`src/awo_pkg.sv`:
```
// Package for the additive waveform oscillator: sizes, constants, codes and state type.
package awo_pkg;

   localparam int MAX_HARMONICS   = 32;
   localparam int BLOCK_FRAMES    = 512;
   localparam int SINE_TABLE_BITS = 10;

   localparam int PHASE_W = 32;
   localparam int MODE_W  = 2;
   localparam int HC_W    = 6;
   localparam int VOL_W   = 16;
   localparam int DATA_W  = 32;
   localparam int IDX_W   = 2;
   localparam int SMP_W   = 16;

   localparam int BPOS_W = (BLOCK_FRAMES > 1) ? $clog2(BLOCK_FRAMES) : 1;
   localparam int N_W    = $clog2(2 * MAX_HARMONICS);
   localparam int TERM_W = $clog2(MAX_HARMONICS + 1);

   localparam int MUL_AW = 24;
   localparam int MUL_BW = 17;
   localparam int MUL_PW = MUL_AW + MUL_BW;

   localparam int Z_W     = 17;
   localparam int Y_W     = 15;
   localparam int DIV_NW  = Y_W + 16;
   localparam int DIV_CW  = $clog2(DIV_NW);
   localparam int ACC_W   = 36;
   localparam int SMAG_W  = 21;
   localparam int GL_W    = 46;
   localparam int GN_W    = 52;

   localparam logic [MODE_W-1:0] MODE_SINE   = 2'd0;
   localparam logic [MODE_W-1:0] MODE_SQUARE = 2'd1;
   localparam logic [MODE_W-1:0] MODE_SAW    = 2'd2;
   localparam logic [MODE_W-1:0] MODE_UNUSED = 2'd3;

   localparam logic [IDX_W-1:0] REG_MODE   = 2'd0;
   localparam logic [IDX_W-1:0] REG_INC    = 2'd1;
   localparam logic [IDX_W-1:0] REG_HCOUNT = 2'd2;
   localparam logic [IDX_W-1:0] REG_VOLUME = 2'd3;

   localparam logic [HC_W-1:0]  HCOUNT_RST = 6'd10;
   localparam logic [VOL_W-1:0] VOLUME_RST = 16'd3277;
   localparam logic [MUL_BW-1:0] VOL_ONE   = 17'd32768;

   localparam logic [MUL_BW-1:0] GLIDE_COEF  = 17'd3277;
   localparam logic [MUL_BW-1:0] GAIN_SQUARE = 17'd41722;
   localparam logic [MUL_BW-1:0] GAIN_SAW    = 17'd20861;
   localparam logic [MUL_AW-1:0] SIN_A       = 24'd51472;
   localparam logic [MUL_AW-1:0] SIN_B       = 24'd21024;
   localparam logic [MUL_AW-1:0] SIN_C       = 24'd2320;

   typedef enum logic [4:0] {
      ST_IDLE,
      ST_GL1,
      ST_GL2,
      ST_GL3,
      ST_ADV,
      ST_HSET,
      ST_HLOOP,
      ST_SIN0,
      ST_SIN1,
      ST_SIN2,
      ST_SIN3,
      ST_SIN4,
      ST_SIN5,
      ST_DIVS,
      ST_DIVW,
      ST_GN1,
      ST_GN2,
      ST_GN3,
      ST_VOL1,
      ST_VOL2,
      ST_OUT
   } state_type;

endpackage

```
`src/awo_mul.sv`:
```
// Shared unsigned multiplier with registered product.
module awo_mul (
   input  logic                             clock,
   input  logic [awo_pkg::MUL_AW-1:0]       mul_a,
   input  logic [awo_pkg::MUL_BW-1:0]       mul_b,
   output logic [awo_pkg::MUL_PW-1:0]       mul_p
);

   logic [awo_pkg::MUL_PW-1:0] p_ff;

   always_ff @(posedge clock) begin
      p_ff <= awo_pkg::MUL_PW'(mul_a) * awo_pkg::MUL_PW'(mul_b);
   end

   assign mul_p = p_ff;

endmodule

```
`src/awo_div.sv`:
```
// Bit-serial restoring divider for the harmonic term scaling.
module awo_div (
   input  logic                          clock,
   input  logic                          reset,
   input  logic                          start,
   input  logic [awo_pkg::DIV_NW-1:0]    dividend,
   input  logic [awo_pkg::N_W-1:0]       divisor,
   output logic                          done,
   output logic [awo_pkg::DIV_NW-1:0]    quotient
);

   localparam logic [awo_pkg::DIV_CW-1:0] LAST = awo_pkg::DIV_CW'(awo_pkg::DIV_NW - 1);

   logic                        busy_ff, busy_in;
   logic                        done_ff, done_in;
   logic [awo_pkg::DIV_CW-1:0]  cnt_ff, cnt_in;
   logic [awo_pkg::N_W-1:0]     rem_ff, rem_in;
   logic [awo_pkg::N_W-1:0]     dvs_ff, dvs_in;
   logic [awo_pkg::DIV_NW-1:0]  quo_ff, quo_in;
   logic [awo_pkg::N_W:0]       rs;
   logic                        ge;

   always_comb begin
      rs      = {rem_ff, quo_ff[awo_pkg::DIV_NW-1]};
      ge      = rs >= {1'b0, dvs_ff};
      busy_in = busy_ff;
      done_in = 1'b0;
      cnt_in  = cnt_ff;
      rem_in  = rem_ff;
      dvs_in  = dvs_ff;
      quo_in  = quo_ff;
      if (start) begin
         busy_in = 1'b1;
         cnt_in  = '0;
         rem_in  = '0;
         dvs_in  = divisor;
         quo_in  = dividend;
      end else if (busy_ff) begin
         rem_in = ge ? awo_pkg::N_W'(rs - {1'b0, dvs_ff}) : awo_pkg::N_W'(rs);
         quo_in = {quo_ff[awo_pkg::DIV_NW-2:0], ge};
         cnt_in = cnt_ff + 1'b1;
         if (cnt_ff == LAST) begin
            busy_in = 1'b0;
            done_in = 1'b1;
         end
      end
   end

   always_ff @(posedge clock) begin
      if (reset) begin
         busy_ff <= 1'b0;
         done_ff <= 1'b0;
      end else begin
         busy_ff <= busy_in;
         done_ff <= done_in;
      end
      cnt_ff <= cnt_in;
      rem_ff <= rem_in;
      dvs_ff <= dvs_in;
      quo_ff <= quo_in;
   end

   assign done     = done_ff;
   assign quotient = quo_ff;

endmodule

```
`src/additive_waveform_oscillator_core.sv`:
```
// Top level of the additive waveform oscillator: sequencer, state and registers.
//
// req_ channel: one beat asks for one sample (req_sample_tick = 1); a beat
// with the tick low is taken and dropped. rsp_ channel: one beat per
// sample, rsp_sample_out in Q1.15. csr_ port: write enable, index, data.
// In sine mode the glide is updated at the start of each block before the
// phase advances. Square and sawtooth modes sum harmonic terms (H terms
// for square, H-1 for sawtooth), each scaled by the bit-serial divider;
// every multiply goes through the one shared multiplier.
// req_ready is high only while the sequencer is idle. The result sits in
// an output register, so a new request is taken while it waits; a second
// result waits in the sequencer until the first beat has gone.
// Reset (synchronous) clears the phases, glide and block position, loads
// the register defaults and drops any pending result.
module additive_waveform_oscillator_core (
   input  logic                              clock,
   input  logic                              reset,
   input  logic                              req_valid,
   output logic                              req_ready,
   input  logic                              req_sample_tick,
   output logic                              rsp_valid,
   input  logic                              rsp_ready,
   output logic signed [awo_pkg::SMP_W-1:0]  rsp_sample_out,
   input  logic                              csr_we,
   input  logic [awo_pkg::IDX_W-1:0]         csr_index,
   input  logic [awo_pkg::DATA_W-1:0]        csr_wdata
);

   localparam int PW = awo_pkg::PHASE_W;
   localparam int STB = awo_pkg::SINE_TABLE_BITS;

   awo_pkg::state_type state_ff, state_in;

   logic [awo_pkg::MODE_W-1:0] mode_ff;
   logic [PW-1:0]              inc_ff;
   logic [awo_pkg::HC_W-1:0]   hcount_ff;
   logic [awo_pkg::VOL_W-1:0]  vol_ff;

   logic [PW-1:0]              phase_ff, phase_in;
   logic [PW-1:0]              glide_ff, glide_in;
   logic [awo_pkg::BPOS_W-1:0] bpos_ff, bpos_in;
   logic [PW-1:0]              htp_ff, htp_in;

   logic [PW-1:0]                  ang_ff, ang_in;
   logic [PW-1:0]                  step_ff, step_in;
   logic [awo_pkg::N_W-1:0]        n_ff, n_in;
   logic [awo_pkg::TERM_W-1:0]     terms_ff, terms_in;
   logic signed [awo_pkg::ACC_W-1:0] acc_ff, acc_in;
   logic [awo_pkg::Z_W-1:0]        z_ff, z_in;
   logic [awo_pkg::Z_W-1:0]        z2_ff, z2_in;
   logic                           neg_ff, neg_in;
   logic [awo_pkg::Y_W-1:0]        y_ff, y_in;
   logic [awo_pkg::SMAG_W-1:0]     smag_ff, smag_in;
   logic                           sneg_ff, sneg_in;
   logic [awo_pkg::MUL_PW-1:0]     pl_ff, pl_in;
   logic [awo_pkg::SMP_W-1:0]      res_ff, res_in;
   logic                           rsp_valid_ff, rsp_valid_in;
   logic [awo_pkg::SMP_W-1:0]      rsp_data_ff, rsp_data_in;

   logic [awo_pkg::MUL_AW-1:0] mul_a;
   logic [awo_pkg::MUL_BW-1:0] mul_b;
   logic [awo_pkg::MUL_PW-1:0] mul_p;
   logic                       div_start, div_done;
   logic [awo_pkg::DIV_NW-1:0] div_q;

   logic       accept, harm, saw, out_free;
   logic [PW:0] d, dmag;
   logic [awo_pkg::GL_W-1:0] gl_tot, gl_delta;
   logic [awo_pkg::GN_W-1:0] gn_tot;
   logic [awo_pkg::ACC_W-1:0] amag;
   logic [PW-1:0] a_ang, u_ang;
   logic [awo_pkg::MUL_PW-16:0] r;
   logic [awo_pkg::Z_W-1:0] yv, m;
   logic [awo_pkg::MUL_BW-1:0] vol_sat;
   logic [awo_pkg::HC_W:0] h;
   logic [awo_pkg::BPOS_W:0] bpos_nx;
   logic [PW-1:0] phase_nx;

   assign accept   = req_valid && req_ready;
   assign harm     = (mode_ff == awo_pkg::MODE_SQUARE) || (mode_ff == awo_pkg::MODE_SAW);
   assign saw      = mode_ff == awo_pkg::MODE_SAW;
   assign out_free = !rsp_valid_ff || rsp_ready;

   awo_mul u_mul (
      .clock (clock),
      .mul_a (mul_a),
      .mul_b (mul_b),
      .mul_p (mul_p)
   );

   awo_div u_div (
      .clock    (clock),
      .reset    (reset),
      .start    (div_start),
      .dividend ({y_ff, 16'd0}),
      .divisor  (n_ff),
      .done     (div_done),
      .quotient (div_q)
   );

   // next state
   always_comb begin
      state_in = state_ff;
      unique case (state_ff)
         awo_pkg::ST_IDLE: begin
            if (accept && req_sample_tick) begin
               if (harm)
                  state_in = awo_pkg::ST_HSET;
               else if (bpos_ff == '0)
                  state_in = awo_pkg::ST_GL1;
               else
                  state_in = awo_pkg::ST_ADV;
            end
         end
         awo_pkg::ST_GL1:   state_in = awo_pkg::ST_GL2;
         awo_pkg::ST_GL2:   state_in = awo_pkg::ST_GL3;
         awo_pkg::ST_GL3:   state_in = awo_pkg::ST_ADV;
         awo_pkg::ST_ADV:   state_in = awo_pkg::ST_SIN0;
         awo_pkg::ST_HSET:  state_in = awo_pkg::ST_HLOOP;
         awo_pkg::ST_HLOOP: state_in = (terms_ff == '0) ? awo_pkg::ST_GN1 : awo_pkg::ST_SIN0;
         awo_pkg::ST_SIN0:  state_in = awo_pkg::ST_SIN1;
         awo_pkg::ST_SIN1:  state_in = awo_pkg::ST_SIN2;
         awo_pkg::ST_SIN2:  state_in = awo_pkg::ST_SIN3;
         awo_pkg::ST_SIN3:  state_in = awo_pkg::ST_SIN4;
         awo_pkg::ST_SIN4:  state_in = awo_pkg::ST_SIN5;
         awo_pkg::ST_SIN5:  state_in = harm ? awo_pkg::ST_DIVS : awo_pkg::ST_VOL1;
         awo_pkg::ST_DIVS:  state_in = awo_pkg::ST_DIVW;
         awo_pkg::ST_DIVW:  state_in = div_done ? awo_pkg::ST_HLOOP : awo_pkg::ST_DIVW;
         awo_pkg::ST_GN1:   state_in = awo_pkg::ST_GN2;
         awo_pkg::ST_GN2:   state_in = awo_pkg::ST_GN3;
         awo_pkg::ST_GN3:   state_in = awo_pkg::ST_VOL1;
         awo_pkg::ST_VOL1:  state_in = awo_pkg::ST_VOL2;
         awo_pkg::ST_VOL2:  state_in = awo_pkg::ST_OUT;
         awo_pkg::ST_OUT:   state_in = out_free ? awo_pkg::ST_IDLE : awo_pkg::ST_OUT;
         default:           state_in = awo_pkg::ST_IDLE;
      endcase
   end

   // datapath and outputs
   always_comb begin
      d        = {1'b0, inc_ff} - {1'b0, glide_ff};
      dmag     = d[PW] ? (~d + 1'b1) : d;
      gl_tot   = (awo_pkg::GL_W'(mul_p) << 17) + awo_pkg::GL_W'(pl_ff);
      gl_delta = d[PW] ? ((gl_tot + awo_pkg::GL_W'(65535)) >> 16) : (gl_tot >> 16);
      gn_tot   = (awo_pkg::GN_W'(mul_p) << 17) + awo_pkg::GN_W'(pl_ff);
      amag     = acc_ff[awo_pkg::ACC_W-1] ? awo_pkg::ACC_W'(-acc_ff) : awo_pkg::ACC_W'(acc_ff);
      a_ang    = {ang_ff[PW-1 -: STB], {(PW-STB){1'b0}}};
      u_ang    = {1'b0, a_ang[PW-2:0]};
      if (u_ang > 32'h4000_0000)
         u_ang = 32'h8000_0000 - u_ang;
      r        = mul_p[awo_pkg::MUL_PW-1:15];
      yv       = mul_p[31:15];
      m        = (r > 26'd32768) ? 17'd32768 : r[awo_pkg::Z_W-1:0];
      vol_sat  = ({1'b0, vol_ff} > awo_pkg::VOL_ONE) ? awo_pkg::VOL_ONE : {1'b0, vol_ff};
      h        = ({1'b0, hcount_ff} > 7'(awo_pkg::MAX_HARMONICS)) ?
                 7'(awo_pkg::MAX_HARMONICS) : {1'b0, hcount_ff};
      bpos_nx  = {1'b0, bpos_ff} + 1'b1;
      phase_nx = phase_ff + glide_ff;

      mul_a     = '0;
      mul_b     = '0;
      div_start = 1'b0;
      phase_in  = phase_ff;
      glide_in  = glide_ff;
      bpos_in   = bpos_ff;
      htp_in    = htp_ff;
      ang_in    = ang_ff;
      step_in   = step_ff;
      n_in      = n_ff;
      terms_in  = terms_ff;
      acc_in    = acc_ff;
      z_in      = z_ff;
      z2_in     = z2_ff;
      neg_in    = neg_ff;
      y_in      = y_ff;
      smag_in   = smag_ff;
      sneg_in   = sneg_ff;
      pl_in     = pl_ff;
      res_in    = res_ff;

      unique case (state_ff)
         awo_pkg::ST_GL1: begin
            mul_a = awo_pkg::MUL_AW'(dmag[16:0]);
            mul_b = awo_pkg::GLIDE_COEF;
         end
         awo_pkg::ST_GL2: begin
            pl_in = mul_p;
            mul_a = awo_pkg::MUL_AW'(dmag[PW:17]);
            mul_b = awo_pkg::GLIDE_COEF;
         end
         awo_pkg::ST_GL3: begin
            glide_in = d[PW] ? glide_ff - gl_delta[PW-1:0] : glide_ff + gl_delta[PW-1:0];
         end
         awo_pkg::ST_ADV: begin
            bpos_in  = (bpos_nx >= (awo_pkg::BPOS_W+1)'(awo_pkg::BLOCK_FRAMES)) ?
                       '0 : bpos_nx[awo_pkg::BPOS_W-1:0];
            phase_in = phase_nx;
            ang_in   = phase_nx;
         end
         awo_pkg::ST_HSET: begin
            ang_in   = htp_ff;
            step_in  = saw ? htp_ff : {htp_ff[PW-2:0], 1'b0};
            n_in     = awo_pkg::N_W'(1);
            acc_in   = '0;
            htp_in   = htp_ff + inc_ff;
            if (!saw)
               terms_in = awo_pkg::TERM_W'(h);
            else
               terms_in = (h > 7'd1) ? awo_pkg::TERM_W'(h - 7'd1) : '0;
         end
         awo_pkg::ST_SIN0: begin
            neg_in = a_ang[PW-1];
            z_in   = u_ang[31:15];
         end
         awo_pkg::ST_SIN1: begin
            mul_a = awo_pkg::MUL_AW'(z_ff);
            mul_b = z_ff;
         end
         awo_pkg::ST_SIN2: begin
            z2_in = yv;
            mul_a = awo_pkg::SIN_C;
            mul_b = yv;
         end
         awo_pkg::ST_SIN3: begin
            mul_a = awo_pkg::SIN_B - awo_pkg::MUL_AW'(yv);
            mul_b = z2_ff;
         end
         awo_pkg::ST_SIN4: begin
            mul_a = awo_pkg::SIN_A - awo_pkg::MUL_AW'(yv);
            mul_b = z_ff;
         end
         awo_pkg::ST_SIN5: begin
            y_in    = (yv > 17'd32767) ? 15'h7fff : yv[awo_pkg::Y_W-1:0];
            smag_in = (yv > 17'd32767) ? awo_pkg::SMAG_W'(32767) : awo_pkg::SMAG_W'(yv);
            sneg_in = neg_ff;
         end
         awo_pkg::ST_DIVS: begin
            div_start = 1'b1;
         end
         awo_pkg::ST_DIVW: begin
            if (div_done) begin
               if (neg_ff ^ (saw & n_ff[0]))
                  acc_in = acc_ff - $signed(awo_pkg::ACC_W'(div_q));
               else
                  acc_in = acc_ff + $signed(awo_pkg::ACC_W'(div_q));
               n_in     = saw ? n_ff + 1'b1 : n_ff + 2'd2;
               ang_in   = ang_ff + step_ff;
               terms_in = terms_ff - 1'b1;
            end
         end
         awo_pkg::ST_GN1: begin
            mul_a = awo_pkg::MUL_AW'(amag[16:0]);
            mul_b = saw ? awo_pkg::GAIN_SAW : awo_pkg::GAIN_SQUARE;
         end
         awo_pkg::ST_GN2: begin
            pl_in = mul_p;
            mul_a = awo_pkg::MUL_AW'(amag[34:17]);
            mul_b = saw ? awo_pkg::GAIN_SAW : awo_pkg::GAIN_SQUARE;
         end
         awo_pkg::ST_GN3: begin
            smag_in = gn_tot[awo_pkg::GN_W-1:31];
            sneg_in = acc_ff[awo_pkg::ACC_W-1];
         end
         awo_pkg::ST_VOL1: begin
            mul_a = awo_pkg::MUL_AW'(smag_ff);
            mul_b = vol_sat;
         end
         awo_pkg::ST_VOL2: begin
            if (!sneg_ff)
               res_in = (r > 26'd32767) ? 16'h7fff : r[awo_pkg::SMP_W-1:0];
            else
               res_in = awo_pkg::SMP_W'(17'd0 - m);
         end
         default: begin
         end
      endcase

      rsp_data_in  = rsp_data_ff;
      rsp_valid_in = rsp_valid_ff && !rsp_ready;
      if (state_ff == awo_pkg::ST_OUT && out_free) begin
         rsp_valid_in = 1'b1;
         rsp_data_in  = res_ff;
      end
   end

   always_ff @(posedge clock) begin
      if (reset) begin
         state_ff     <= awo_pkg::ST_IDLE;
         rsp_valid_ff <= 1'b0;
         mode_ff      <= awo_pkg::MODE_SINE;
         inc_ff       <= '0;
         hcount_ff    <= awo_pkg::HCOUNT_RST;
         vol_ff       <= awo_pkg::VOLUME_RST;
         phase_ff     <= '0;
         glide_ff     <= '0;
         bpos_ff      <= '0;
         htp_ff       <= '0;
      end else begin
         state_ff     <= state_in;
         rsp_valid_ff <= rsp_valid_in;
         phase_ff     <= phase_in;
         glide_ff     <= glide_in;
         bpos_ff      <= bpos_in;
         htp_ff       <= htp_in;
         if (csr_we) begin
            unique case (csr_index)
               awo_pkg::REG_MODE:   mode_ff   <= csr_wdata[awo_pkg::MODE_W-1:0];
               awo_pkg::REG_INC:    inc_ff    <= csr_wdata[PW-1:0];
               awo_pkg::REG_HCOUNT: hcount_ff <= csr_wdata[awo_pkg::HC_W-1:0];
               awo_pkg::REG_VOLUME: vol_ff    <= csr_wdata[awo_pkg::VOL_W-1:0];
               default: begin
               end
            endcase
         end
      end
      ang_ff      <= ang_in;
      step_ff     <= step_in;
      n_ff        <= n_in;
      terms_ff    <= terms_in;
      acc_ff      <= acc_in;
      z_ff        <= z_in;
      z2_ff       <= z2_in;
      neg_ff      <= neg_in;
      y_ff        <= y_in;
      smag_ff     <= smag_in;
      sneg_ff     <= sneg_in;
      pl_ff       <= pl_in;
      res_ff      <= res_in;
      rsp_data_ff <= rsp_data_in;
   end

   assign req_ready      = state_ff == awo_pkg::ST_IDLE;
   assign rsp_valid      = rsp_valid_ff;
   assign rsp_sample_out = $signed(rsp_data_ff);

endmodule

```
`config.mk`:
```
export PLATFORM = sky130hd
export DESIGN_NAME = additive_waveform_oscillator_core
export DESIGN_NICKNAME = d
export VERILOG_FILES = /design/src/awo_pkg.sv /design/src/awo_mul.sv /design/src/awo_div.sv /design/src/additive_waveform_oscillator_core.sv
export SDC_FILE = /design/constraint.sdc
export NUM_CORES = 2
export LEC_CHECK = 0
export ABC_AREA = 1
export BUFFER_PORTS_ARGS = -buffer_cell sky130_fd_sc_hd__buf_2
export CORE_MARGIN = 2
export CORE_UTILIZATION = 38
export DETAILED_ROUTE_END_ITERATION = 6
export PLACE_DENSITY = 0.51
export SLEW_MARGIN = 20
export SYNTH_ARGS = -nofsm -noshare
export SYNTH_HDL_FRONTEND = slang
export SYNTH_HIERARCHICAL = 1
export SYNTH_SLANG_ARGS = --single-unit
export TNS_END_PERCENT = 5
```
`constraint.sdc`:
```
create_clock -name clock -period 11 [get_ports clock]
set_clock_uncertainty 0.2 [all_clocks]
set_input_delay 1.65 -clock clock [delete_from_list [all_inputs] [get_ports clock]]
set_output_delay 1.65 -clock clock [all_outputs]
set_load 0.01 [all_outputs]
```
Yosys cells after proc, flatten, opt, wreduce, memory -nomap -nowiden:

Index checks and enable logic that the tools add are counted.

* register bits: 515
* latch bits: 0
* memory bits (writable): 0
* memory bits (read-only): 0
* bits of input ports: 40
* output and inout port bits: 18
* memories kept: 0

* $add $sub $neg: 24
* multipliers: 1
* divide/modulo/power cells: 0
* order comparisons: 9
* equality and inequality tests: 28
* shift operators: 0
* mux-type cells: 47
* bitwise logic cells: 4
* reductions and logical operators: 27

Operators with widths (count)
* 24-bit one-hot mux with 9 select lines: 1
* 5-bit one-hot mux with 21 select lines: 1
* 17-bit one-hot mux with 6 select lines: 1
* 32-bit adder: 3
* 32-bit 2-to-1 mux: 3
* 32-bit one-hot mux with 3 select lines: 1
* 31-bit 2-to-1 mux: 3
* 16-bit 2-to-1 mux: 5
* 36-bit 2-to-1 mux: 2
* 36-bit one-hot mux with 2 select lines: 1
* 52-bit by 41-bit adder with 52-bit output: 1
* 46-bit by 16-bit adder with 46-bit output, second input constant: 1
* 46-bit by 41-bit adder with 46-bit output: 1
* 6-bit 2-to-1 mux: 7
* 21-bit one-hot mux with 2 select lines: 1
* 24-bit by 17-bit multiplier with 41-bit output: 1
* 5-bit by 4-bit == test with 1-bit output, second input constant: 8
* 36-bit by 32-bit adder with 36-bit output: 1
* 36-bit by 32-bit subtractor with 36-bit output: 1
* 35-bit 2-to-1 mux: 1
* 35-bit negation: 1
* 33-bit by 1-bit adder with 33-bit output, second input constant: 1
* 33-bit 2-to-1 mux: 1
* 33-bit inverter: 1
* other kinds (53): 92

Logic depth before layout (Yosys ltp):

* depth in word-level cells: 6
* depth in mapped cells: 54
* mapped depth without buffers: 52

By module:

Netlist, hierarchy kept.

By module, submodules not included
* additive_waveform_oscillator_core: times used 1, cells an instance 5086, area an instance 34715.8 um2
* awo_mul: times used 1, cells an instance 2021, area an instance 14908.0 um2
* awo_div: times used 1, cells an instance 272, area an instance 2412.3 um2

Worst setup path after synthesis:

OpenSTA, ideal clock, no wires.

* kind: register to register
* from: register glide_ff[1]
* to: register u_mul.p_ff, in the netlist u_mul/mul_p[39]
* setup time: 0.112 ns
* data arrival time: 7.768 ns
* slack: 2.920 ns
* cell stages (with the launch flop): 47
* path buffers: 2
* period minus slack after synthesis: 8.080 ns
* path through: dfxtp_1 -> inv_1 -> fa_1 -> nand2_1 -> nand2_1 -> nand3_1 -> nand2_2 -> nand2_1 -> nand2_2 -> a21oi_1 -> o21ai_0 -> nand2_1 -> nand2_1 -> xnor2_1 -> nand2_1 -> inv_1 -> nand2_1 -> nor2_1 -> [11 not listed] -> fa_1 -> fa_1 -> fa_1 -> fa_1 -> inv_1 -> fa_1 -> inv_1 -> ha_1 -> nand2_1 -> inv_1 -> nand2_1 -> inv_1 -> a21oi_1 -> nand3_2 -> nand2_1 -> nand2_1 -> nand2_1 -> nand2_1

* longest elaborated chain between the ends: 6

Ends and longest elaborated chain
* start, declared: RTL line additive_waveform_oscillator_core.sv:40 `logic [PW-1:0] glide_ff, glide_in;`
* start signal, assigned: RTL line additive_waveform_oscillator_core.sv:302 `glide_ff <= glide_in;`
* 32-bit by 32-bit subtractor with 33-bit output (*): RTL line additive_waveform_oscillator_core.sv:141 `d = {1'b0, inc_ff} - {1'b0, glide_ff};`
* 33-bit inverter: RTL line additive_waveform_oscillator_core.sv:142 `dmag = d[PW] ? (~d + 1'b1) : d;`
* 33-bit by 1-bit adder with 33-bit output: RTL line additive_waveform_oscillator_core.sv:142
* 33-bit 2-to-1 mux (*): RTL line additive_waveform_oscillator_core.sv:142
* 24-bit one-hot mux with 9 select lines (*): RTL line additive_waveform_oscillator_core.sv:181 `unique case (state_ff)`
* named net mul_a, one bit: RTL line additive_waveform_oscillator_core.sv:60 `logic [awo_pkg::MUL_AW-1:0] mul_a;`
* 24-bit by 17-bit multiplier with 41-bit output (*): RTL line awo_mul.sv:12 `p_ff <= awo_pkg::MUL_PW'(mul_a) * awo_pkg::MUL_PW'(mul_b);`
* end signal, assigned: RTL line awo_mul.sv:12
* end, declared: RTL line awo_mul.sv:9 `logic [awo_pkg::MUL_PW-1:0] p_ff;`

The timed path passes the listed nets; every way through them passes the cells marked *.
A chain may end at the register's enable or synchronous reset.

Worst setup path in the final report:

* from: register acc_ff[1] (netlist name)
* to: register u_mul.p_ff, in the netlist u_mul/mul_p[35]

* longest elaborated chain between the ends: 4

Ends and longest elaborated chain
* start, declared: RTL line additive_waveform_oscillator_core.sv:48 `logic signed [awo_pkg::ACC_W-1:0] acc_ff, acc_in;`
* start signal, assigned: RTL line additive_waveform_oscillator_core.sv:320 `acc_ff <= acc_in;`
* 35-bit negation: RTL line additive_waveform_oscillator_core.sv:146 `amag = acc_ff[awo_pkg::ACC_W-1] ? awo_pkg::ACC_W'(-acc_ff) : awo_pkg::ACC_W'(acc_ff);`
* 35-bit 2-to-1 mux: RTL line additive_waveform_oscillator_core.sv:146
* 24-bit one-hot mux with 9 select lines: RTL line additive_waveform_oscillator_core.sv:181
* named net mul_a, one bit: RTL line additive_waveform_oscillator_core.sv:60
* 24-bit by 17-bit multiplier with 41-bit output: RTL line awo_mul.sv:12

The timed path passes the listed nets, and every way through them passes these cells.

==> summary.md <==
| Metric | Value |
|---|---|
| CP Buf/Inv Count | 6 |
| DR iter-0 viols | 3,600 |
| H-tree Lvls | 2 |
| RSZ-0062 raised after global routing | false |
| Met2 routed WL | 86.18 mm |
| Sequential area share after synthesis | 25.06% |
| Post-CTS setup buffers | 0 |
| Vias in the first global route | 47,350 |
| CTS max path bufs | 3 |
| Crit-path max FO | 14 |
| CP Class | flip-flop to flip-flop |
| Pre-CTS WS | 1.243 ns |
| Routed length on met3 | 9.667 mm |
| Wire length per cell | 20.16 µm |
| FF-to-FF Start | acc_ff[1] |
| Flops & latches, synth | 508 |
| Area after DPL | 54,610 µm² |
| Setup TNS | 0 ns |
| Min cycle time layout | 9.928 ns |
| Power Total | 10.65 mW |
| Asr flop ratio synth | 0% |
| CP endpoint kind | flip-flop |
| Peak supply drop | 156.2 µV |
| DRC | 0 |
| Crit path DAT | 10.28 ns |
| Worst rel slew slack | 23.32% |
| Routed WL | 185.9 mm |
| RR Endpoint | u_mul/mul_p[35] |
| First-pass GRT wire length | 285.2 mm |
| Design area | 56,620 µm² |
| I/O pin cnt | 58 |
| R2r setup slk | 1.07 ns |
| Final non-filler cell total | 9,220 |
| Achievable Freq | 100.7 MHz |
| Via count | 48,060 |
| Crit path from | acc_ff[1] |
| Clock sinks | 508 |
| Final Hold Vio Count | 0 |
| Number of max-cap violations | 0 |
| Antenna Nets Post-Route | 0 |
| Slew @ Worst Pin | 1.147 ns |
| Rows | 135 |
| PnR worst setup slack | 1.072 ns |
| Top Metal Used | met5 |
| Die area | 139,900 µm² |
| Synth cell types | 73 |
| Worst R2R Path Depth | 35 |
| PwrDens | 188.1 nW/µm² |
| Die W | 374.1 µm |
| Slowest CP cell | nand3_1 |
| Mean Syn Cell Area | 7.052 µm² |
| Antenna violations before repair | 3 |
| Worst hold-check path type | flip-flop to flip-flop |
| CTS Root Cell | clkbuf_16 |
| CTS tree | done |
| Global placement routability congestion | 0.9503 |
| Post-synthesis instance total | 7,379 |
| Mapped cell area | 52,040 µm² |
| Core Util, Final | 41.74% |
| Startpoint Class | flip-flop |
| Synth warnings | 6 |
| WHS | 0.2258 ns |
| Critical path depth | 35 |
| Clk slew on worst S/H paths | 0.06 ns |
| Layout cells sized above 1 | 5.566% |
| Final Cycle Share | 90.25% |
| Number of synthesized flops with an enable pin | 287 |
| Placed Cells incl. Taps | 9,104 |
| Leakage | 28.20 nW |
| WL met1 | 83.88 mm |
| Status | finished, final reports clean |
| Top delay family on crit path | simple AND/OR/NAND/NOR gates |
| Final setup violation count | 0 |
| Worst path max stage delay | 1.06 ns |
| Area delta synth->final | 8.808% |
| Final HPWL DP | 147.4 mm |
| Largest net degree at the start of global routing | 79 |
| IO Port Bufs | 57 |
| Clock Latency Late Sink | 0.68 ns |
| Initial Util | 38.36% |
| DR vias/cell | 5.213 |
| Final Max Slew Viols | 0 |
| Ys flop type | edfxtp_1 |
| Post-CTS Resized | 0 |
| Hold buffer count at cts | 0 |
| Core Box Area | 135,600 µm² |
| Drt first pass iters | 6 |
| Tot GR Track Use | 26.35% |
| Die Height | 374.1 µm |
| Crit-path most repeated cell | nand2_1 |
| CTS Buf Count | 61 |
| Total grt overflow | 0 |
| Crit path capture | u_mul/mul_p[35] |
| Nets@finish | 8,120 |
| Worst EP required | 11.35 ns |
[how the worst min path moves through the flow]
stage                     from                  to  cells after the start
detailed placement  res_ff[14]  rsp_sample_out[14]                      0
floorplan            res_ff[0]   rsp_sample_out[0]                      0
finish               res_ff[9]   rsp_sample_out[9]                      0
global route         res_ff[9]   rsp_sample_out[9]                      0
global placement    res_ff[14]  rsp_sample_out[14]                      0
CTS                  res_ff[9]   rsp_sample_out[9]                      0
[synthesized netlist by cell type (all sizes together), types with 12 or more instances]
master   instances  area (µm²)
a21oi          495        2511
o21a            23       172.7
nand4           72       450.4
a31oi           34       212.7
nand3          310        1669
ha             356        4454
o211ai          46       345.3
a22oi           16       120.1
buf             16       83.83
nand3b          13       97.59
nor4            33       206.5
o221ai          16       140.1
clkinv          13       48.80
nand2         1894        7243
a21o            12       90.09
o21ai          476        2382
xor2           155        1358
inv           1382        5187
or2             14       90.09
nor2           702        2773
o2111ai         15       131.4
clkbuf         195       732.0
nor3            93       486.7
fa             337        6746
dfxtp          221        4424
edfxtp         287        8618
o21bai          15       112.6
xnor2           58       508.0
[kinds of logic (layout without fill, tap and decap cells)]
group | after synthesis | after routing | share of synthesized area (%)
AND/OR/NAND/NOR | 3154 | 3154 | 25.33
buffers and inverters | 1606 | 1649 | 11.63
AO/OA/AOI/OAI | 1204 | 1204 | 12.86
adder cells (fa/ha/maj) | 693 | 693 | 21.52
flip-flops | 508 | 508 | 25.06
XOR/XNOR | 213 | 213 | 3.585
other | 1 | 18 | 0.007207
[worst reg2reg max path: cells and delay by family, from the launching register on]
| family | cells | cell delay [ns] |
|---|---|---|
| compound gates | 4 | 1.36 |
| fa+ha+maj | 7 | 3.31 |
| buf+inv | 6 | 0.90 |
| flops | 1 | 0.45 |
| simple gates | 18 | 3.57 |
[report_power, final]
| group | switching [mW] | internal, mW |
|---|---|---|
| clock network | 0.922 | 1.14 |
| registers | 0.152 | 2.24 |
| logic | 4.43 | 1.77 |
| total | 5.50 | 5.15 |
[cells in the final DEF (no fill, tap or decap), drive strengths merged, types with 5 or more instances in the layout]
| cell type | n |
|---|---|
| o22ai | 5 |
| ha | 356 |
| a21oi | 495 |
| dfxtp | 221 |
| and2 | 8 |
| or2 | 14 |
| a21o | 12 |
| nor4 | 33 |
| nor3b | 10 |
| clkbuf | 80 |
| xnor2 | 58 |
| o2111ai | 15 |
| inv | 1393 |
| o21a | 23 |
| buf | 139 |
| o221ai | 16 |
| clkinv | 30 |
| a31oi | 34 |
| nor3 | 93 |
| o21ai | 476 |
| a221oi | 6 |
| xor2 | 155 |
| nand3b | 13 |
| o31ai | 6 |
| fa | 337 |
| nand3 | 310 |
| and3 | 5 |
| nor2 | 702 |
| a22oi | 16 |
| clkinvlp | 5 |
| edfxtp | 287 |
| conb | 17 |
| o211ai | 46 |
| nand4 | 72 |
| o21bai | 15 |
| nand2 | 1894 |
[area by class of cell]
type	instances	area (µm²)
clock buffers	79	1699
clock inverters	35	282.8
fillers	14280	79020
flip-flops and latches	508	13040
inverters	1395	5236
repair buffers	140	917.1
multi-input cells	5281	33210
well taps	1781	2228
diodes	1	2.502
[per-layer routing]
metal | vias up | GRT usage [%]
li1 | 23500 | -
met1 | 22970 | 35.69
met2 | 1292 | 44.05
met3 | 296 | 2.901
met4 | 2 | 7.990
met5 | - | 0
Power figures use the tool's default switching activity.
